===== src/rtl/core/sen_pkg.sv =====
// shared constants, codes and types for the shared edge neighbour matcher
package sen_pkg;

    localparam int TABLE_ENTRIES_DEF = 1024;

    localparam int CELL_W   = 16;
    localparam int SLOT_W   = 3;
    localparam int VERT_W   = 20;
    localparam int KEY_W    = 2 * VERT_W;
    localparam int OWNER_W  = CELL_W + SLOT_W;
    localparam int STATUS_W = 2;

    localparam logic [STATUS_W-1:0] ST_STORED  = 2'd0;
    localparam logic [STATUS_W-1:0] ST_MATCHED = 2'd1;
    localparam logic [STATUS_W-1:0] ST_FULL    = 2'd2;

    // table entry occupancy codes
    localparam int ENT_W = 2;
    localparam logic [ENT_W-1:0] ENT_EMPTY = 2'd0;
    localparam logic [ENT_W-1:0] ENT_USED  = 2'd1;
    localparam logic [ENT_W-1:0] ENT_GONE  = 2'd2;

    typedef logic [CELL_W-1:0]   cell_t;
    typedef logic [SLOT_W-1:0]   slot_t;
    typedef logic [VERT_W-1:0]   vert_t;
    typedef logic [KEY_W-1:0]    key_t;
    typedef logic [STATUS_W-1:0] status_t;

endpackage


===== src/rtl/core/sen_front.sv =====
// front stage: orders the vertices into a key and computes the probe start
module sen_front #(
    parameter int TABLE_ENTRIES = sen_pkg::TABLE_ENTRIES_DEF,
    parameter int QW = sen_pkg::KEY_W + $clog2(TABLE_ENTRIES) + sen_pkg::OWNER_W
) (
    input  logic             clk,
    input  logic             rst_n,
    input  logic             in_valid,
    output logic             in_ready,
    input  sen_pkg::cell_t   in_cell,
    input  sen_pkg::slot_t   in_slot,
    input  sen_pkg::vert_t   in_va,
    input  sen_pkg::vert_t   in_vb,
    output logic             q_valid,
    input  logic             q_ready,
    output logic [QW-1:0]    q_data
);
    import sen_pkg::*;

    localparam int IDX_W = $clog2(TABLE_ENTRIES);

    logic          valid_reg;
    logic [QW-1:0] data_reg;
    key_t          key;
    logic [IDX_W-1:0] fold;
    logic [IDX_W:0]   fold_x;
    logic [IDX_W-1:0] start;

    always_comb
    begin
        key = (in_va < in_vb) ? {in_va, in_vb} : {in_vb, in_va};
        fold = '0;
        for (int i = 0; i < KEY_W; i++)
        begin
            fold[i % IDX_W] = fold[i % IDX_W] ^ key[i];
        end
        fold_x = {1'b0, fold};
        // fold is below twice the table size
        if (fold_x >= (IDX_W+1)'(TABLE_ENTRIES))
        begin
            fold_x = fold_x - (IDX_W+1)'(TABLE_ENTRIES);
        end
        start = fold_x[IDX_W-1:0];
    end

    assign in_ready = !valid_reg || q_ready;
    assign q_valid  = valid_reg;
    assign q_data   = data_reg;

    always_ff @(posedge clk or negedge rst_n)
    begin
        if (!rst_n)
        begin
            valid_reg <= 1'b0;
        end
        else if (in_ready)
        begin
            valid_reg <= in_valid;
        end
    end

    always_ff @(posedge clk)
    begin
        if (in_ready && in_valid)
        begin
            data_reg <= {key, start, in_cell, in_slot};
        end
    end

endmodule


===== config.mk =====
export PLATFORM = sky130hd
export DESIGN_NAME = sen_front
export DESIGN_NICKNAME = d
export VERILOG_FILES = /design/src/rtl/core/sen_pkg.sv /design/src/rtl/core/sen_front.sv
export SDC_FILE = /design/constraint.sdc
export NUM_CORES = 1
export LEC_CHECK = 0
export BUFFER_PORTS_ARGS = -buffer_cell sky130_fd_sc_hd__clkbuf_2
export CAP_MARGIN = 10
export CORE_MARGIN = 2
export CORE_UTILIZATION = 44
export DETAILED_ROUTE_END_ITERATION = 16
export GPL_TIMING_DRIVEN = 0
export HOLD_SLACK_MARGIN = 0.1
export PLACE_DENSITY = 0.76
export SKIP_LAST_GASP = 1
export SYNTH_ARGS = -nofsm -noshare
export SYNTH_HDL_FRONTEND = slang
export SYNTH_SLANG_ARGS = --single-unit

===== constraint.sdc =====
create_clock -name clk -period 2.7 [get_ports clk]
set_input_delay 0.27 -clock clk [delete_from_list [all_inputs] [get_ports clk]]
set_output_delay 0.27 -clock clk [all_outputs]
set_load 0.03 [all_outputs]

==> results of run 1 <==
final timing paths:
path                            depth (start not counted)  startpoint  slack, ps    endpoint
worst min-delay path                                    1  in_cell[4]        110   q_data[7]
min in group asynchronous                               2       rst_n        240     q_valid
worst min register to register                          2     q_valid        550     q_valid
max in group asynchronous                               2       rst_n       2380     q_valid
worst max-delay path                                    8   in_vb[19]        370  q_data[30]
worst max register to register                          2     q_valid       1050  q_data[56]
metal layers:
metal	vias to the layer above	global-route usage, %
met1	1046	22.2
met4	0	6.69
met3	9	5.48
li1	1111	-
met5	-	0
met2	100	31.1
area by class of cell:
class / instances / share of cell area [%]
multi-input cells: 120 / 25.5
well taps: 99 / 2.74
flip-flops and latches: 70 / 46.4
clock inverters: 6 / 1.39
inverters: 19 / 1.58
clock buffers: 10 / 2.83
repair buffers: 150 / 18.5
plain buffers: 4 / 0.997
kinds of logic (layout without fill, tap and decap cells):
logic type,Yosys count,count (layout)
AND/OR/NAND/NOR,17,17
AO/OA/AOI/OAI,14,14
multiplexers,40,40
XOR/XNOR,30,30
adder cells (fa/ha/maj),19,19
flip-flops,70,70
buffers and inverters,23,189
sequential cells by signal (all words and copies together), names as in the netlist:
| signal | count |
|---|---|
| q_data | 69 |
| q_valid | 1 |
repair_timing:
action	4_1_cts	5_1_grt
gates resized for setup	0	0
hold buffers	17	0
hold endpoints to repair	17	0
cell usage after synthesis, drive strengths merged:
| cell type | instances |
|---|---|
| and2 | 1 |
| a21oi | 6 |
| or4 | 1 |
| o311a | 1 |
| edfxtp | 69 |
| nand2b | 3 |
| buf | 4 |
| dfrtp | 1 |
| a211o | 1 |
| nand4 | 3 |
| nand2 | 3 |
| o21ai | 2 |
| xnor2 | 20 |
| nand3 | 1 |
| xor2 | 10 |
| a311oi | 1 |
| o2111ai | 1 |
| nor2b | 1 |
| a21o | 1 |
| nor2 | 4 |
| a31oi | 1 |
| ha | 19 |
| mux2 | 40 |
| inv | 19 |
through the flow:
step	cells	power, uW	area [um^2]	hold slack (ps)	utilization (%)
after floorplan	213	1760	3370	-25.6	-
after global placement	445	1950	4160	44.8	56.7
after detailed placement	445	1960	4160	46.4	56.7
after CTS	478	2790	4520	103	61.6
after global routing	478	2880	4520	104	61.6
final	478	2770	4520	108	61.6
power by group through the flow:
stage               logic (uW)  clock network (uW)  registers [uW]
floorplan                  242                   0            1520
global placement           594                   0            1350
detailed placement         605                   0            1350
CTS                        628                 834            1330
global route               672                 877            1340
finish                     623                 820            1330
critical path, delay by kind of cell:
| kind | cells | cell delay, ps |
|---|---|---|
| fa+ha+maj | 1 | 300 |
| simple gates | 2 | 810 |
| mux | 1 | 360 |
| compound gates | 1 | 270 |
| buf+inv | 3 | 400 |
==> implementation parameters, run 1 <==
Parameter                              Value

Die
  Num rows ... 31
  Effective utilization at floorplan ... 45.9%
  Vertical extent of the die ... 91.4 um
  Width of the die ... 91.4 um
  Overall die area ... 0.00836 mm^2
  Boundary Pins ... 134
  CORE AREA ... 0.00733 mm^2

CTS
  Number of buffers on the longest clock path ... 2
  CTS Sinks ... 70
  H-Tree Level Count ... 3
  Post-CTS setup buffer count ... 0
  Clock network latency to the later pin of the worst-skew pair ... 340 ps
  Clock Pin Slew Worst Setup and Hold Paths ... 70 ps
  Clock buffers created by TritonCTS ... 9
  Buffer type at the clock tree root ... sky130_fd_sc_hd__clkbuf_8
  CTS tree ... done

Power
  Portion of total power attributed to combinational logic ... 22.5%
  Internal ... 1980 uW
  Maximum vdd drop ... 284 uV
  Static power due to leakage ... 0.00196 uW
  Switching portion of total power ... 28.6%
  Switching power ... 794 uW
  Proportion of power drawn by the clock network ... 29.6%
  Share of total power in sequential cells ... 47.9%
  Areal power density over the cells ... 614 mW/mm^2

Yosys
  Post-synth design cell area ... 0.00336 mm^2
  Post-synthesis cell type with the largest combined area ... sky130_fd_sc_hd__edfxtp_1
  Instance count of the mapped netlist ... 213
  Syn avg cell area ... 15.8 um^2
  Total nets after synthesis ... 295
  Count of distinct cell types in the synthesized netlist ... 25
  Top area cells in the synthesized netlist ... sky130_fd_sc_hd__edfxtp_1, sky130_fd_sc_hd__mux2_2, sky130_fd_sc_hd__ha_1, sky130_fd_sc_hd__xnor2_1, sky130_fd_sc_hd__xor2_1
  Portion of the post-synthesis area used by sequential elements ... 62.3%
  Post-Synth XOR/XNOR Area ... 7.81%
  Mux cell area share after synthesis ... 13.4%
  Yosys reg bits ... 70
  Largest family of logic cells by synthesized area ... multiplexers
  Simple-gate share of the synthesized area ... 2.75%
  Adder-cell share of the synthesized area ... 7.07%
  Syn. warnings ... 0
  Compound-cell area share of the yosys netlist ... 3.20%
  Portion of synthesized cell area occupied by the leading cell type ... 61.6%

Timing
  Final number of hold-violating endpoints ... 0
  Final setup slack of the worst path ... 371 ps
  Count of endpoints failing setup in the final report ... 0
  Max-slew violation count ... 0
  Max Clock Skew ... 7.81 ps
  Peak Freq ... 429 MHz
  Sum of negative setup slack ... 0 ps
  Max transition margin ... 40.7%
  Pin slew with the least headroom to its limit ... 889 ps
  RSZ-0062 raised after global routing ... false
  Final critical delay including setup and external delays ... 2330 ps
  Part of the cycle the worst path needs ... 86.2%

Global route
  Grt ovf ... 0
  Largest net degree at the start of global routing ... 70
  Global-route wire length before repair ... 11.6 mm
  Combined global-route utilization of all metal layers ... 18.4%
  Antenna violations before repair ... 0
  Via count of the first global-routing pass ... 2323

Worst setup path
  Critical Path Sink Type ... register
  Worst Path Arrival ... 2420 ps
  Slowest Stage Delay on Critical Path ... 600 ps
  Slowest CP cell ... sky130_fd_sc_hd__or4_4
  Cell chain of the critical path ... clkbuf_2 > inv_1 > ha_1 > nand4_1 > or4_4 > o2111ai_4 > buf_6 > mux2_2
  Path type of the worst setup path ... in -> reg
  Biggest fanout along the worst timing path ... 10
  CP Data Required Time ... 2790 ps
  Worst Setup Start Kind ... input port

Route
  Post-detailed-route DRC marker count ... 0
  Amount of wire on met3 after detailed routing ... 548 um
  Detailed-route wire length on metal 1 ... 3.09 mm
  Top routing layer in use ... met4
  Routed WL ... 7.42 mm
  Initial drt markers ... 54
  Vias per cell ... 4.74
  Via count ... 2266
  Average wire per cell in the routed design ... 15.5 um
  Number of nets with antenna violations after detailed routing ... 0
  Iteration count of the initial detailed-routing pass ... 4
  Met2 WL ... 3.67 mm

Hold path
  Type of the most critical hold path ... in -> reg

Cells and area
  Most frequent standard cell in the layout excluding fill and tap cells ... sky130_fd_sc_hd__clkbuf_2
  Count of nets after finishing ... 456
  Commonest cells after routing, fill and taps aside ... sky130_fd_sc_hd__clkbuf_2, sky130_fd_sc_hd__edfxtp_1, sky130_fd_sc_hd__mux2_2
  Final-layout fill cell count ... 565
  Fraction of final layout cells sized beyond drive strength 1 ... 50.7%
  Register cell area after layout ... 0.00210 mm^2
  Layout overhead on the synthesized area ... 34.3%
  Multi-input gate area ... 0.00115 mm^2
  Antenna diode instance count ... 0

Placed design
  Post-Place Worst Slack ... 27.4 ps
  Placer Congestion ... 0.726
  Number of buffers inserted by port buffering ... 133
  Hpwl dp ... 5.30 mm

Status
  Outcome ... completed

Job
  Max-capacitance violation count ... 0
No activity file was read; power rests on OpenSTA's default activity.
==> run 2: changes to the inputs <==
--- a/config.mk
+++ b/config.mk
@@ -11,7 +11,7 @@
 export CORE_UTILIZATION = 44
 export DETAILED_ROUTE_END_ITERATION = 16
 export GPL_TIMING_DRIVEN = 0
-export HOLD_SLACK_MARGIN = 0.1
+export HOLD_SLACK_MARGIN = 0.12
 export PLACE_DENSITY = 0.76
 export SKIP_LAST_GASP = 1
 export SYNTH_ARGS = -nofsm -noshare
==> run 2 against run 1 <==
Compared with the run above: clock skew down 0.69 ps; die area unchanged; total power up 0.24%; critical path type unchanged; cell area up 0.66%; largest power group unchanged; combinational power grew 1%; core utilization grew 0.41 points; worst setup slack better by 5.3 ps; wire length increased by 5.3%; via count rose by 1.2%; flip-flop and latch count did not move.
==> implementation parameters, run 2 (synthesis gave the netlist of run 1 again) <==
Parameter                              Value

CTS
  H-Tree Level Count ... 3
  Number of buffers on the longest clock path ... 2
  Clock buffers created by TritonCTS ... 9
  CTS Sinks ... 70
  Buffer type at the clock tree root ... sky130_fd_sc_hd__clkbuf_8
  Cts repair resizes ... 0
  Clock Pin Slew Worst Setup and Hold Paths ... 70 ps
  Clock network latency to the later pin of the worst-skew pair ... 340 ps
  Post-CTS setup buffer count ... 0
  CTS tree ... done

Worst setup path
  Critical path buffer and inverter count ... 3
  First element of the critical path ... in_vb[19]
  Cell chain of the critical path ... clkbuf_2 > inv_1 > ha_1 > nand4_1 > or4_4 > o2111ai_4 > buf_6 > mux2_2
  CP Data Required Time ... 2780 ps
  Number of cells traversed by the worst register-to-register path ... 2
  Worst r2r dst ... q_data[56]
  Worst path top cell family by delay ... simple AND/OR/NAND/NOR gates
  Startpoint of the worst-slack reg-to-reg timing path ... q_valid
  Worst Path Arrival ... 2410 ps
  Worst Setup Start Kind ... input port
  Slowest CP cell ... sky130_fd_sc_hd__or4_4
  Slack of the worst reg-to-reg path ... 1030 ps
  Slowest Stage Delay on Critical Path ... 600 ps
  Critical Path Sink Type ... register
  Levels on crit path ... 8
  Biggest fanout along the worst timing path ... 10
  Path type of the worst setup path ... in -> reg

Die
  Boundary Pins ... 134
  Vertical extent of the die ... 91.4 um
  Overall die area ... 0.00836 mm^2
  CORE AREA ... 0.00733 mm^2
  Num rows ... 31
  Width of the die ... 91.4 um
  Effective utilization at floorplan ... 45.9%

Global route
  Largest net degree at the start of global routing ... 70
  Antenna violations before repair ... 0
  Combined global-route utilization of all metal layers ... 19.3%
  Via count of the first global-routing pass ... 2377
  Global-route wire length before repair ... 12.1 mm
  Grt ovf ... 0

Cells and area
  Layout overhead on the synthesized area ... 35.1%
  Most frequent standard cell in the layout excluding fill and tap cells ... sky130_fd_sc_hd__clkbuf_2
  Share of the core filled with cells ... 62.0%
  Number of flip-flops under the largest register name ... 69
  Commonest cells after routing, fill and taps aside ... sky130_fd_sc_hd__clkbuf_2, sky130_fd_sc_hd__edfxtp_1, sky130_fd_sc_hd__mux2_2
  Fraction of final layout cells sized beyond drive strength 1 ... 50.3%
  Layout Cell Area excl Fill ... 0.00455 mm^2
  Antenna diode instance count ... 0
  Count of nets after finishing ... 459

Timing
  Max-slew violation count ... 0
  Sum of negative setup slack ... 0 ps
  Peak Freq ... 430 MHz
  Count of endpoints failing setup in the final report ... 0
  Max Clock Skew ... 7.12 ps
  Pin slew with the least headroom to its limit ... 900 ps
  Part of the cycle the worst path needs ... 86.0%
  Final number of hold-violating endpoints ... 0
  Max transition margin ... 40.0%
  Final critical delay including setup and external delays ... 2320 ps
  RSZ-0062 raised after global routing ... false

Route
  Post-detailed-route DRC marker count ... 0
  Vias per cell ... 4.77
  Routed WL ... 7.81 mm
  Iteration count of the initial detailed-routing pass ... 4
  Via count ... 2294
  Initial drt markers ... 55
  Average wire per cell in the routed design ... 16.2 um
  Number of nets with antenna violations after detailed routing ... 0

Power
  Switching portion of total power ... 28.7%
  Static power due to leakage ... 0.00197 uW
  Switching power ... 798 uW
  Maximum vdd drop ... 284 uV
  Portion of total power attributed to combinational logic ... 22.7%
  Share of total power in sequential cells ... 47.9%
  Internal ... 1980 uW
  Final total power ... 2780 uW
  Proportion of power drawn by the clock network ... 29.5%
  Areal power density over the cells ... 611 mW/mm^2

Hold path
  Hold_sp ... in_valid
  Worst-case hold path end point ... q_valid
  Cells on Worst Hold Path ... 2
  Type of the most critical hold path ... in -> reg

Placed design
  Number of buffers inserted by port buffering ... 133
  Instance area after placement ... 0.00416 mm^2
  Placer Congestion ... 0.726
  Hpwl dp ... 5.30 mm

Job
  Max-capacitance violation count ... 0

Status
  Outcome ... completed
## run 2: area by class of cell
class                      instances  area [um^2]
clock buffer                      10          128
clock inverter                     6         62.6
tap                               99          124
sequential                        70         2100
fill                             557         2780
multi-input combinational        120         1150
inverter                          19         71.3
buffer                             4         45.0
timing repair buffer             153          866
## run 2: per-stage QoR
stage | hold WS (ps) | setup WS, ps | std cells
6_report | 147 | 377 | 481
2_1_floorplan | -25.6 | 412 | 213
3_3_place_gp | 44.8 | 77.1 | 445
5_1_grt | 158 | 287 | 481
3_5_place_dp | 46.4 | 27.4 | 445
4_1_cts | 124 | 382 | 481
## run 2: power groups by stage
| stage | Clock (uW) | Combinational, uW | Sequential, uW |
|---|---|---|---|
| after floorplan | 0 | 242 | 1520 |
| after global placement | 0 | 594 | 1350 |
| after detailed placement | 0 | 605 | 1350 |
| after CTS | 834 | 632 | 1330 |
| after global routing | 876 | 678 | 1340 |
| final | 819 | 629 | 1330 |
## run 2: how the worst max path moves through the flow
stage | slack (ps) | to
floorplan | 410 | q_data[38]
global placement | 80 | q_data[45]
detailed placement | 30 | q_data[38]
CTS | 380 | q_data[30]
global route | 290 | q_data[31]
finish | 380 | q_data[60]
## run 2: timing repair
| item | in CTS | in global routing |
|---|---|---|
| hold endpoints to repair | 20 | 0 |
| hold buffers | 20 | 0 |
| endpoints found under the setup margin | 0 | 0 |
## run 2: layer usage
layer / part of all wire, % / track usage (%) / routed length, um
met2: 51 / 33.8 / 4010
met1: 40 / 22.1 / 3090
met4: 1.4 / 6.82 / 108
met5: 0 / 0 / 0
met3: 7.7 / 6.14 / 599
