==> src/rtl/core/sen_queue.sv <==
// two-entry queue between the front and back parts
module sen_queue #(
    parameter int W = 8
) (
    input  logic         clk,
    input  logic         rst_n,
    input  logic         wr_valid,
    output logic         wr_ready,
    input  logic [W-1:0] wr_data,
    output logic         rd_valid,
    input  logic         rd_ready,
    output logic [W-1:0] rd_data
);
    logic [W-1:0] mem_reg [2];
    logic         wp_reg;
    logic         rp_reg;
    logic [1:0]   cnt_reg;
    logic         push;
    logic         pop;

    assign wr_ready = (cnt_reg != 2'd2);
    assign rd_valid = (cnt_reg != 2'd0);
    assign rd_data  = mem_reg[rp_reg];
    assign push     = wr_valid && wr_ready;
    assign pop      = rd_valid && rd_ready;

    always_ff @(posedge clk or negedge rst_n)
    begin
        if (!rst_n)
        begin
            wp_reg  <= 1'b0;
            rp_reg  <= 1'b0;
            cnt_reg <= 2'd0;
        end
        else
        begin
            if (push)
            begin
                wp_reg <= !wp_reg;
            end
            if (pop)
            begin
                rp_reg <= !rp_reg;
            end
            cnt_reg <= cnt_reg + 2'(push) - 2'(pop);
        end
    end

    always_ff @(posedge clk)
    begin
        if (push)
        begin
            mem_reg[wp_reg] <= wr_data;
        end
    end

endmodule

==> config.mk <==
export PLATFORM = sky130hd
export DESIGN_NAME = sen_queue
export DESIGN_NICKNAME = d
export VERILOG_FILES = /design/src/rtl/core/sen_queue.sv
export SDC_FILE = /design/constraint.sdc
export NUM_CORES = 1
export LEC_CHECK = 0
export BUFFER_PORTS_ARGS = -buffer_cell sky130_fd_sc_hd__buf_2
export CAP_MARGIN = 20
export CORE_ASPECT_RATIO = 0.9
export CORE_MARGIN = 3
export CORE_UTILIZATION = 44
export CTS_CLUSTER_DIAMETER = 60
export CTS_CLUSTER_SIZE = 14
export DETAILED_ROUTE_END_ITERATION = 8
export PLACE_DENSITY = 0.69
export SYNTH_ARGS = -nofsm -noshare
export SYNTH_HDL_FRONTEND = slang
export SYNTH_SLANG_ARGS = --single-unit
==> constraint.sdc <==
create_clock -name clk -period 1.4 [get_ports clk]
set_input_delay 0 -clock clk [delete_from_list [all_inputs] [get_ports clk]]
set_output_delay 0 -clock clk [all_outputs]
set_load 0.03 [all_outputs]
==> results.json, run 1 <==
{
  "die_x_um": 51.2,
  "syn_inst": 47,
  "comb_power_share_pct": 43.6,
  "mostFrequentLayoutCell": "buf_2",
  "coreArea_sq_um": 1700,
  "drv_slew": 0,
  "r2r_slack_ns": 0.09,
  "r2r-start": "cnt_reg[1]",
  "worstPathRequired_ns": 1.40,
  "syn_nets": 60,
  "m1WireLength_um": 564,
  "leakage_nw": 0.436,
  "crit_type": "flip-flop to primary output",
  "antenna_cells": 0,
  "drv_cap": 0,
  "tns_ns": 0,
  "area_growth_pct": 35.2,
  "final_layout_size_suffix_gt1_share_pct": 47.6,
  "worstSkewPairLatency_ns": 0.28,
  "crit_fanout": 9,
  "ys.flop_type": "edfxtp_1",
  "cp-end-kind": "primary output",
  "p_sw_w": 0.000794,
  "drc": 0,
  "nets": 98,
  "p_int_w": 0.00134,
  "clockPowerShare_pct": 11.7,
  "syn-cell-area_sq_um": 810,
  "largest_register_ffs": 16,
  "seqPwrFrac_pct": 44.6,
  "portBuffers": 21,
  "fmax_mhz": 753,
  "routed_wl_um": 1320,
  "vdd.ir_drop.worst_mv": 1.24,
  "tightest_slew_ns": 0.373,
  "grt_pass1_vias": 512,
  "stdcell_area_sq_um": 1090,
  "drt_iter0_drc": 7,
  "yosysSeqAreaShare_pct": 71.7,
  "worstSetupEndpoint": "rd_data[2]",
  "crit_start": "rp_reg",
  "swShare_pct": 37.2,
  "post_drt_wl_per_cell_um": 12.2,
  "hold_viol": 0,
  "wl_met2_um": 671,
  "p_per_area_nw_per_um2": 1950,
  "antenna_found_initial": 0,
  "arrival_ns": 1.33,
  "viasPerCell": 4.71,
  "final_cell_mix": "21 x buf_2, 16 x edfxtp_1, 10 x dlygate4sd3_1",
  "rsz0062_at_grt": "false",
  "ys_types": 17,
  "fin_crit_ns": 1.33,
  "antenna_left": 0,
  "reg2reg_to": "cnt_reg[1]",
  "fin_skew_ns": 0.00310,
  "clk_pin_slew_ns": 0.10,
  "min_path_type": "input pin to async pin",
  "cts_inserted_buffers": 3,
  "status": "finished, final reports clean",
  "final_core_util_pct": 64.4,
  "root_buffer": "clkbuf_4",
  "grt_pass1_wl_um": 2270,
  "grt_overflow": 0,
  "placed_area_sq_um": 967,
  "top_layer": "met4",
  "dieArea_sq_um": 2390,
  "grt_use_total_pct": 13.5,
  "numClockSinks": 20,
  "io_pins": 22,
  "synth.avg_cell_area_sq_um": 17.2,
  "gp_congestion": 0.657,
  "htree_levels": 1,
  "drt_first_pass_iters": 4,
  "std_cell_rows": 14,
  "synth-seq-cells": 20,
  "slew_headroom_pct": 75.1,
  "start_util_pct": 47.6,
  "post-dp-hpwl_um": 906,
  "wl_met3_um": 67,
  "reg2reg_depth": 5,
  "synth_edf_count": 16,
  "grt_max_degree": 12,
  "vias": 509,
  "yosysWarnings": 0,
  "worstSetupStartpointType": "flip-flop",
  "cts_tree": "built",
  "min_period_over_period_pct": 94.9,
  "clockBufferDepth": 2,
  "setup_viol": 0,
  "async_flop_share_pct": 20.0,
  "die_h_um": 46.7
}
[power by group through the flow]
| stage | clock (W) | sequential [W] | combinational (W) |
|---|---|---|---|
| detailed placement | 0 | 0.000964 | 0.000913 |
| floorplan | 0 | 0.000910 | 0.000702 |
| global placement | 0 | 0.000956 | 0.000902 |
| finish | 0.000251 | 0.000952 | 0.000930 |
| CTS | 0.000265 | 0.000957 | 0.000940 |
| global route | 0.000283 | 0.000978 | 0.00101 |
[metrics by stage]
step                instances  worst slack (ns)  total power, W  hold WS (ns)
global placement           94             0.135         0.00186        -0.191
detailed placement         94             0.112         0.00188        -0.190
floorplan                  47            0.0374         0.00161        -0.296
finish                    108            0.0719         0.00213        0.0362
CTS                       108            0.0446         0.00216        0.0261
global route              108           0.00656         0.00227        0.0281
[final cells by class]
type | count | area, sq um
Tap cell | 24 | 30.0
Clock inverter | 1 | 3.75
Timing Repair Buffer | 34 | 228
Multi-Input combinational cell | 26 | 229
Fill cell | 134 | 604
Sequential cell | 20 | 582
Clock buffer | 3 | 22.5
[layer usage]
| metal | track usage (%) | vias to the layer above |
|---|---|---|
| met5 | 0 | - |
| li1 | - | 251 |
| met3 | 2.91 | 2 |
| met4 | 6.28 | 0 |
| met2 | 22.4 | 13 |
| met1 | 17.2 | 243 |
[critical path, cell delays in order (launching register included)]
cell and delay (ns):
dfrtp_2 0.51, mux2_2 0.37, buf_2 0.18
[worst min path at each step]
stage	end	slack [ns]
final	cnt_reg[0]	0.04
after global routing	wp_reg	0.03
after CTS	wp_reg	0.03
after detailed placement	cnt_reg[0]	-0.19
after global placement	cnt_reg[0]	-0.19
after floorplan	cnt_reg[0]	-0.30
[Yosys cell counts, drive strengths merged, types with 2 or more instances]
master  count  area (sq um)
dfrtp       4           100
edfxtp     16           480
mux2        8          90.1
nand2       2          7.51
nor2        3          11.3
xnor2       3          26.3
[cells by family after synthesis]
logic type | count (synthesis) | share of synthesized area [%]
xor gates and xnor gates | 3 | 3.25
DFF | 20 | 71.7
AOI/OAI and AO/OA | 3 | 3.71
adders and majority gates | 1 | 1.55
muxes | 8 | 11.1
and+or+nand+nor | 11 | 8.04
buffers and inverters | 1 | 0.618
[what timing repair did]
item | 4_1_cts | 5_1_grt
endpoints found under the hold margin | 21 | 0
gates resized for setup | 1 | 0
hold buffers | 10 | 0
setup endpoints to repair | 8 | 0
buffers inserted | 0 | 0
Power figures use the tool's default switching activity.
==> run 2: changes to the inputs <==
--- a/config.mk
+++ b/config.mk
@@ -14,6 +14,7 @@
 export CTS_CLUSTER_SIZE = 14
 export DETAILED_ROUTE_END_ITERATION = 8
 export PLACE_DENSITY = 0.69
+export RECOVER_POWER = 25
 export SYNTH_ARGS = -nofsm -noshare
 export SYNTH_HDL_FRONTEND = slang
 export SYNTH_SLANG_ARGS = --single-unit
==> run 2 against run 1 <==
Net effect:
- sequential power barely moved
- power hardly changed
- critical path type unchanged
- count of clock-buffer cells in the layout unchanged
- register-to-register slack about the same
- non-clock buffer count is the same
- highest routed layer unchanged
==> results.json, run 2 (synthesis results as in run 1) <==
{
  "tns_ns": 0,
  "setup_viol": 0,
  "leakage_nw": 0.428,
  "mostFrequentLayoutCell": "buf_2",
  "grt_max_degree": 12,
  "die_x_um": 51.2,
  "clockBufferDepth": 2,
  "grt_pass1_wl_um": 2270,
  "reg2reg_depth": 5,
  "nets": 98,
  "crit_fanout": 9,
  "vdd.ir_drop.worst_mv": 1.24,
  "cp-end-kind": "primary output",
  "power_w": 0.00213,
  "fin_crit_ns": 1.33,
  "antenna_found_initial": 0,
  "post_drt_wl_per_cell_um": 12.2,
  "drt_first_pass_iters": 4,
  "post-dp-hpwl_um": 906,
  "arrival_ns": 1.33,
  "multi_input_area_sq_um": 229,
  "seqCellArea_sq_um": 582,
  "drt_iter0_drc": 7,
  "start_util_pct": 47.6,
  "clk_pin_slew_ns": 0.10,
  "cts_tree": "built",
  "io_pins": 22,
  "root_buffer": "clkbuf_4",
  "drv_cap": 0,
  "coreArea_sq_um": 1700,
  "cts_inserted_buffers": 3,
  "hold_viol": 0,
  "status": "finished, final reports clean",
  "post-cts-setup-buffers": 0,
  "htree_levels": 1,
  "crit_family": "flip-flops",
  "nFillCells": 134,
  "area_growth_pct": 34.8,
  "std_cell_rows": 14,
  "worstSetupStartpointType": "flip-flop",
  "crit_slowest_cell": "dfrtp_2",
  "grt_overflow": 0,
  "viasPerCell": 4.73,
  "crit_chain": "mux2_2, buf_2",
  "worstSkewPairLatency_ns": 0.28,
  "drv_slew": 0,
  "critical_path_depth": 2,
  "routed_wl_um": 1310,
  "grt_use_total_pct": 13.5,
  "worstPathRequired_ns": 1.40,
  "drc": 0,
  "r2r_slack_ns": 0.09,
  "min_path_type": "input pin to async pin",
  "antenna_cells": 0,
  "tightest_slew_ns": 0.373,
  "grt_pass1_vias": 512,
  "die_h_um": 46.7,
  "final_layout_size_suffix_gt1_share_pct": 44.0,
  "min_period_over_period_pct": 94.9,
  "p_per_area_nw_per_um2": 1950,
  "dieArea_sq_um": 2390,
  "antenna_left": 0,
  "portBuffers": 21,
  "max_stage_delay_ns": 0.51,
  "rsz0062_at_grt": "false",
  "slew_headroom_pct": 75.1,
  "gp_congestion": 0.657,
  "largest_register_ffs": 16,
  "fin_skew_ns": 0.00310,
  "crit_buf_inv": 1,
  "crit_type": "flip-flop to primary output",
  "numClockSinks": 20,
  "fmax_mhz": 753,
  "final_cell_mix": "18 x buf_2, 16 x edfxtp_1, 10 x dlygate4sd3_1",
  "vias": 511
}
[run 2: cell types whose count changed in the layout (fill, tap and decap cells not counted), sizes merged]
cell / change
clkbuf: +3
buf: -3
[run 2: what timing repair did]
item / CTS / global route
setup endpoints to repair: 8 / 0
hold buffers: 10 / 0
endpoints found under the hold margin: 21 / 0
gates resized for setup: 1 / 0
[run 2: worst paths after layout]
check,start,endpoint
min reg2reg,wp_reg,wp_reg
min,rst_n,cnt_reg[0]
max reg2reg,cnt_reg[1],cnt_reg[1]
max in group asynchronous,rst_n,rp_reg
max,rp_reg,rd_data[2]
min in group clk,wr_valid,wp_reg
[run 2: layer usage]
metal,vias up,part of all wire (%),track usage (%)
li1,251,-,-
met1,245,42,17.2
met2,13,51,22.4
met3,2,5.1,2.91
met4,0,1.1,6.28
met5,-,0,0
[run 2: cell type report]
type                            instances  area share (%)
Multi-Input combinational cell         26            21.0
Timing Repair Buffer                   34            20.5
Sequential cell                        20            53.3
Tap cell                               24            2.75
Clock inverter                          1           0.344
Clock buffer                            3            2.06
[run 2: power breakdown]
part           total, W  internal (W)  switching (W)
clock          0.000251      0.000103       0.000147
sequential     0.000952      0.000833       0.000120
combinational  0.000929      0.000403       0.000527
[run 2: metrics by stage]
step / area (sq um) / util [%] / setup WS [ns] / std cells / hold slack (ns)
finish: 1090 / 64.2 / 0.0719 / 108 / 0.0636
global route: 1090 / 64.2 / 0.00656 / 108 / 0.0703
CTS: 1090 / 64.4 / 0.0446 / 108 / 0.0261
detailed placement: 967 / 56.9 / 0.112 / 94 / -0.190
global placement: 967 / 56.9 / 0.135 / 94 / -0.191
floorplan: 815 / - / 0.0374 / 47 / -0.296
==> run 3: changes to the inputs <==
--- a/config.mk
+++ b/config.mk
@@ -15,6 +15,7 @@
 export DETAILED_ROUTE_END_ITERATION = 8
 export PLACE_DENSITY = 0.69
 export RECOVER_POWER = 25
+export SETUP_SLACK_MARGIN = 0.15
 export SYNTH_ARGS = -nofsm -noshare
 export SYNTH_HDL_FRONTEND = slang
 export SYNTH_SLANG_ARGS = --single-unit
==> run 3 against run 2 <==
Net effect:
- combinational power rose by 40%
- die area did not move
- first-iteration DRC count rose by 29%
- hold slack got worse by 0.0036 ns
- cell area rose by 11%
- cell count rose by 4.6%
- non-clock buffer count rose by 5
- critical path depth rose by 1
- count of clock-buffer cells in the layout rose by 1
- setup slack improved by 0.052 ns
- critical endpoint is now rd_data[0]
==> results.json, run 3 (synthesis results as in run 1) <==
{
  "status": "finished, final reports clean",
  "die_x_um": 51.2,
  "post-dp-hpwl_um": 897,
  "cts_tree": "built",
  "cp-end-kind": "primary output",
  "final_layout_size_suffix_gt1_share_pct": 52.8,
  "antenna_found_initial": 0,
  "grt_pass1_wl_um": 2450,
  "drc": 0,
  "min_period_over_period_pct": 91.2,
  "fin_skew_ns": 0.00836,
  "coreArea_sq_um": 1700,
  "crit_fanout": 5,
  "final_cell_mix": "16 x edfxtp_1, 10 x dlygate4sd3_1, 10 x buf_2, 10 x buf_6, 8 x mux2_2",
  "antenna_left": 0,
  "final_core_util_pct": 71.6,
  "nFillCells": 126,
  "nets": 103,
  "post_drt_wl_per_cell_um": 13.6,
  "viasPerCell": 4.82,
  "clk_pin_slew_ns": 0.10,
  "std_cell_rows": 14,
  "clockBufferDepth": 2,
  "dpl.cell_count": 91,
  "setup_viol": 0,
  "p_per_area_nw_per_um2": 2070,
  "grt_max_degree": 12,
  "post-place-ws_ns": 0.0720,
  "layout.cells.non_filler": 113,
  "crit_type": "flip-flop to primary output",
  "drt_iter0_drc": 9,
  "start_util_pct": 47.6,
  "grt_overflow": 0,
  "io_pins": 22,
  "drv_cap": 0,
  "tns_ns": 0,
  "hold_viol": 0,
  "leakage_nw": 0.480,
  "min_path_type": "input pin to async pin",
  "reg2reg_depth": 5,
  "setup_slack_ns": 0.124,
  "vias": 545,
  "vdd.ir_drop.worst_mv": 1.50,
  "antenna_cells": 0,
  "dieArea_sq_um": 2390,
  "rsz0062_at_grt": "true",
  "mostFrequentLayoutCell": "edfxtp_1",
  "routed_wl_um": 1530,
  "htree_levels": 1,
  "gp_congestion": 0.694,
  "area_growth_pct": 50.2,
  "portBuffers": 21,
  "cts_inserted_buffers": 3,
  "largest_register_ffs": 16,
  "drv_slew": 0,
  "grt_pass1_vias": 566,
  "grt_use_total_pct": 14.3,
  "fin_crit_ns": 1.28,
  "fmax_mhz": 784,
  "worstSetupStartpointType": "flip-flop",
  "drt_first_pass_iters": 3,
  "arrival_ns": 1.28,
  "root_buffer": "clkbuf_4",
  "worstPathRequired_ns": 1.40,
  "numClockSinks": 20,
  "worstSkewPairLatency_ns": 0.29,
  "slew_headroom_pct": 82.4,
  "die_h_um": 46.7,
  "tightest_slew_ns": 0.260
}
run 3: metrics by stage:
step | instance area, sq um | power [W] | hold slack [ns]
3_3_place_gp | 956 | 0.00183 | -0.186
2_1_floorplan | 826 | 0.00164 | -0.296
6_report | 1220 | 0.00252 | 0.0600
3_5_place_dp | 956 | 0.00186 | -0.184
5_1_grt | 1220 | 0.00266 | 0.0773
4_1_cts | 1200 | 0.00247 | 0.0287
run 3: per-layer routing:
layer	GRT usage [%]	routed length (um)
met4	4.71	18
met3	3.24	61
met5	0	0
met2	26.7	830
met1	16.5	623
run 3: worst max-delay path: stages (launching register included):
cell,delay [ns]
dfrtp_2,0.39
buf_6,0.12
mux2_2,0.34
buf_6,0.14
run 3: path summary, 6_finish.rpt:
| kind | start | to | slack (ns) |
|---|---|---|---|
| worst max-delay path | rp_reg | rd_data[0] | 0.12 |
| worst min-delay path | rst_n | cnt_reg[0] | 0.06 |
| worst max register to register | cnt_reg[0] | cnt_reg[1] | 0.17 |
| worst min register to register | wp_reg | wp_reg | 0.56 |
| max in group asynchronous | rst_n | rp_reg | 1.12 |
| min in group clk | wr_valid | wp_reg | 0.06 |
run 3: cell type report:
cell class              instances  area [sq um]  share of cell area [%]
flip-flops and latches         20           583                    47.9
repair buffers                 39           319                    26.2
multi-input cells              26           258                    21.2
well taps                      24          30.0                    2.47
clock buffers                   4          26.3                    2.16
run 3: timing repair:
| action | in CTS | in global routing |
|---|---|---|
| gates resized for setup | 25 | 1 |
| endpoints found under the setup margin | 18 | 18 |
| pin swaps | 4 | 3 |
| hold buffers | 10 | 0 |
| endpoints found under the hold margin | 21 | 0 |
| setup buffers | 6 | 2 |
run 3: power by group:
part / switching [W] / total, W / internal [W]
Sequential: 0.000102 / 0.000937 / 0.000835
Combinational: 0.000636 / 0.00130 / 0.000667
Clock: 0.000167 / 0.000277 / 0.000111
Total: 0.000904 / 0.00252 / 0.00161
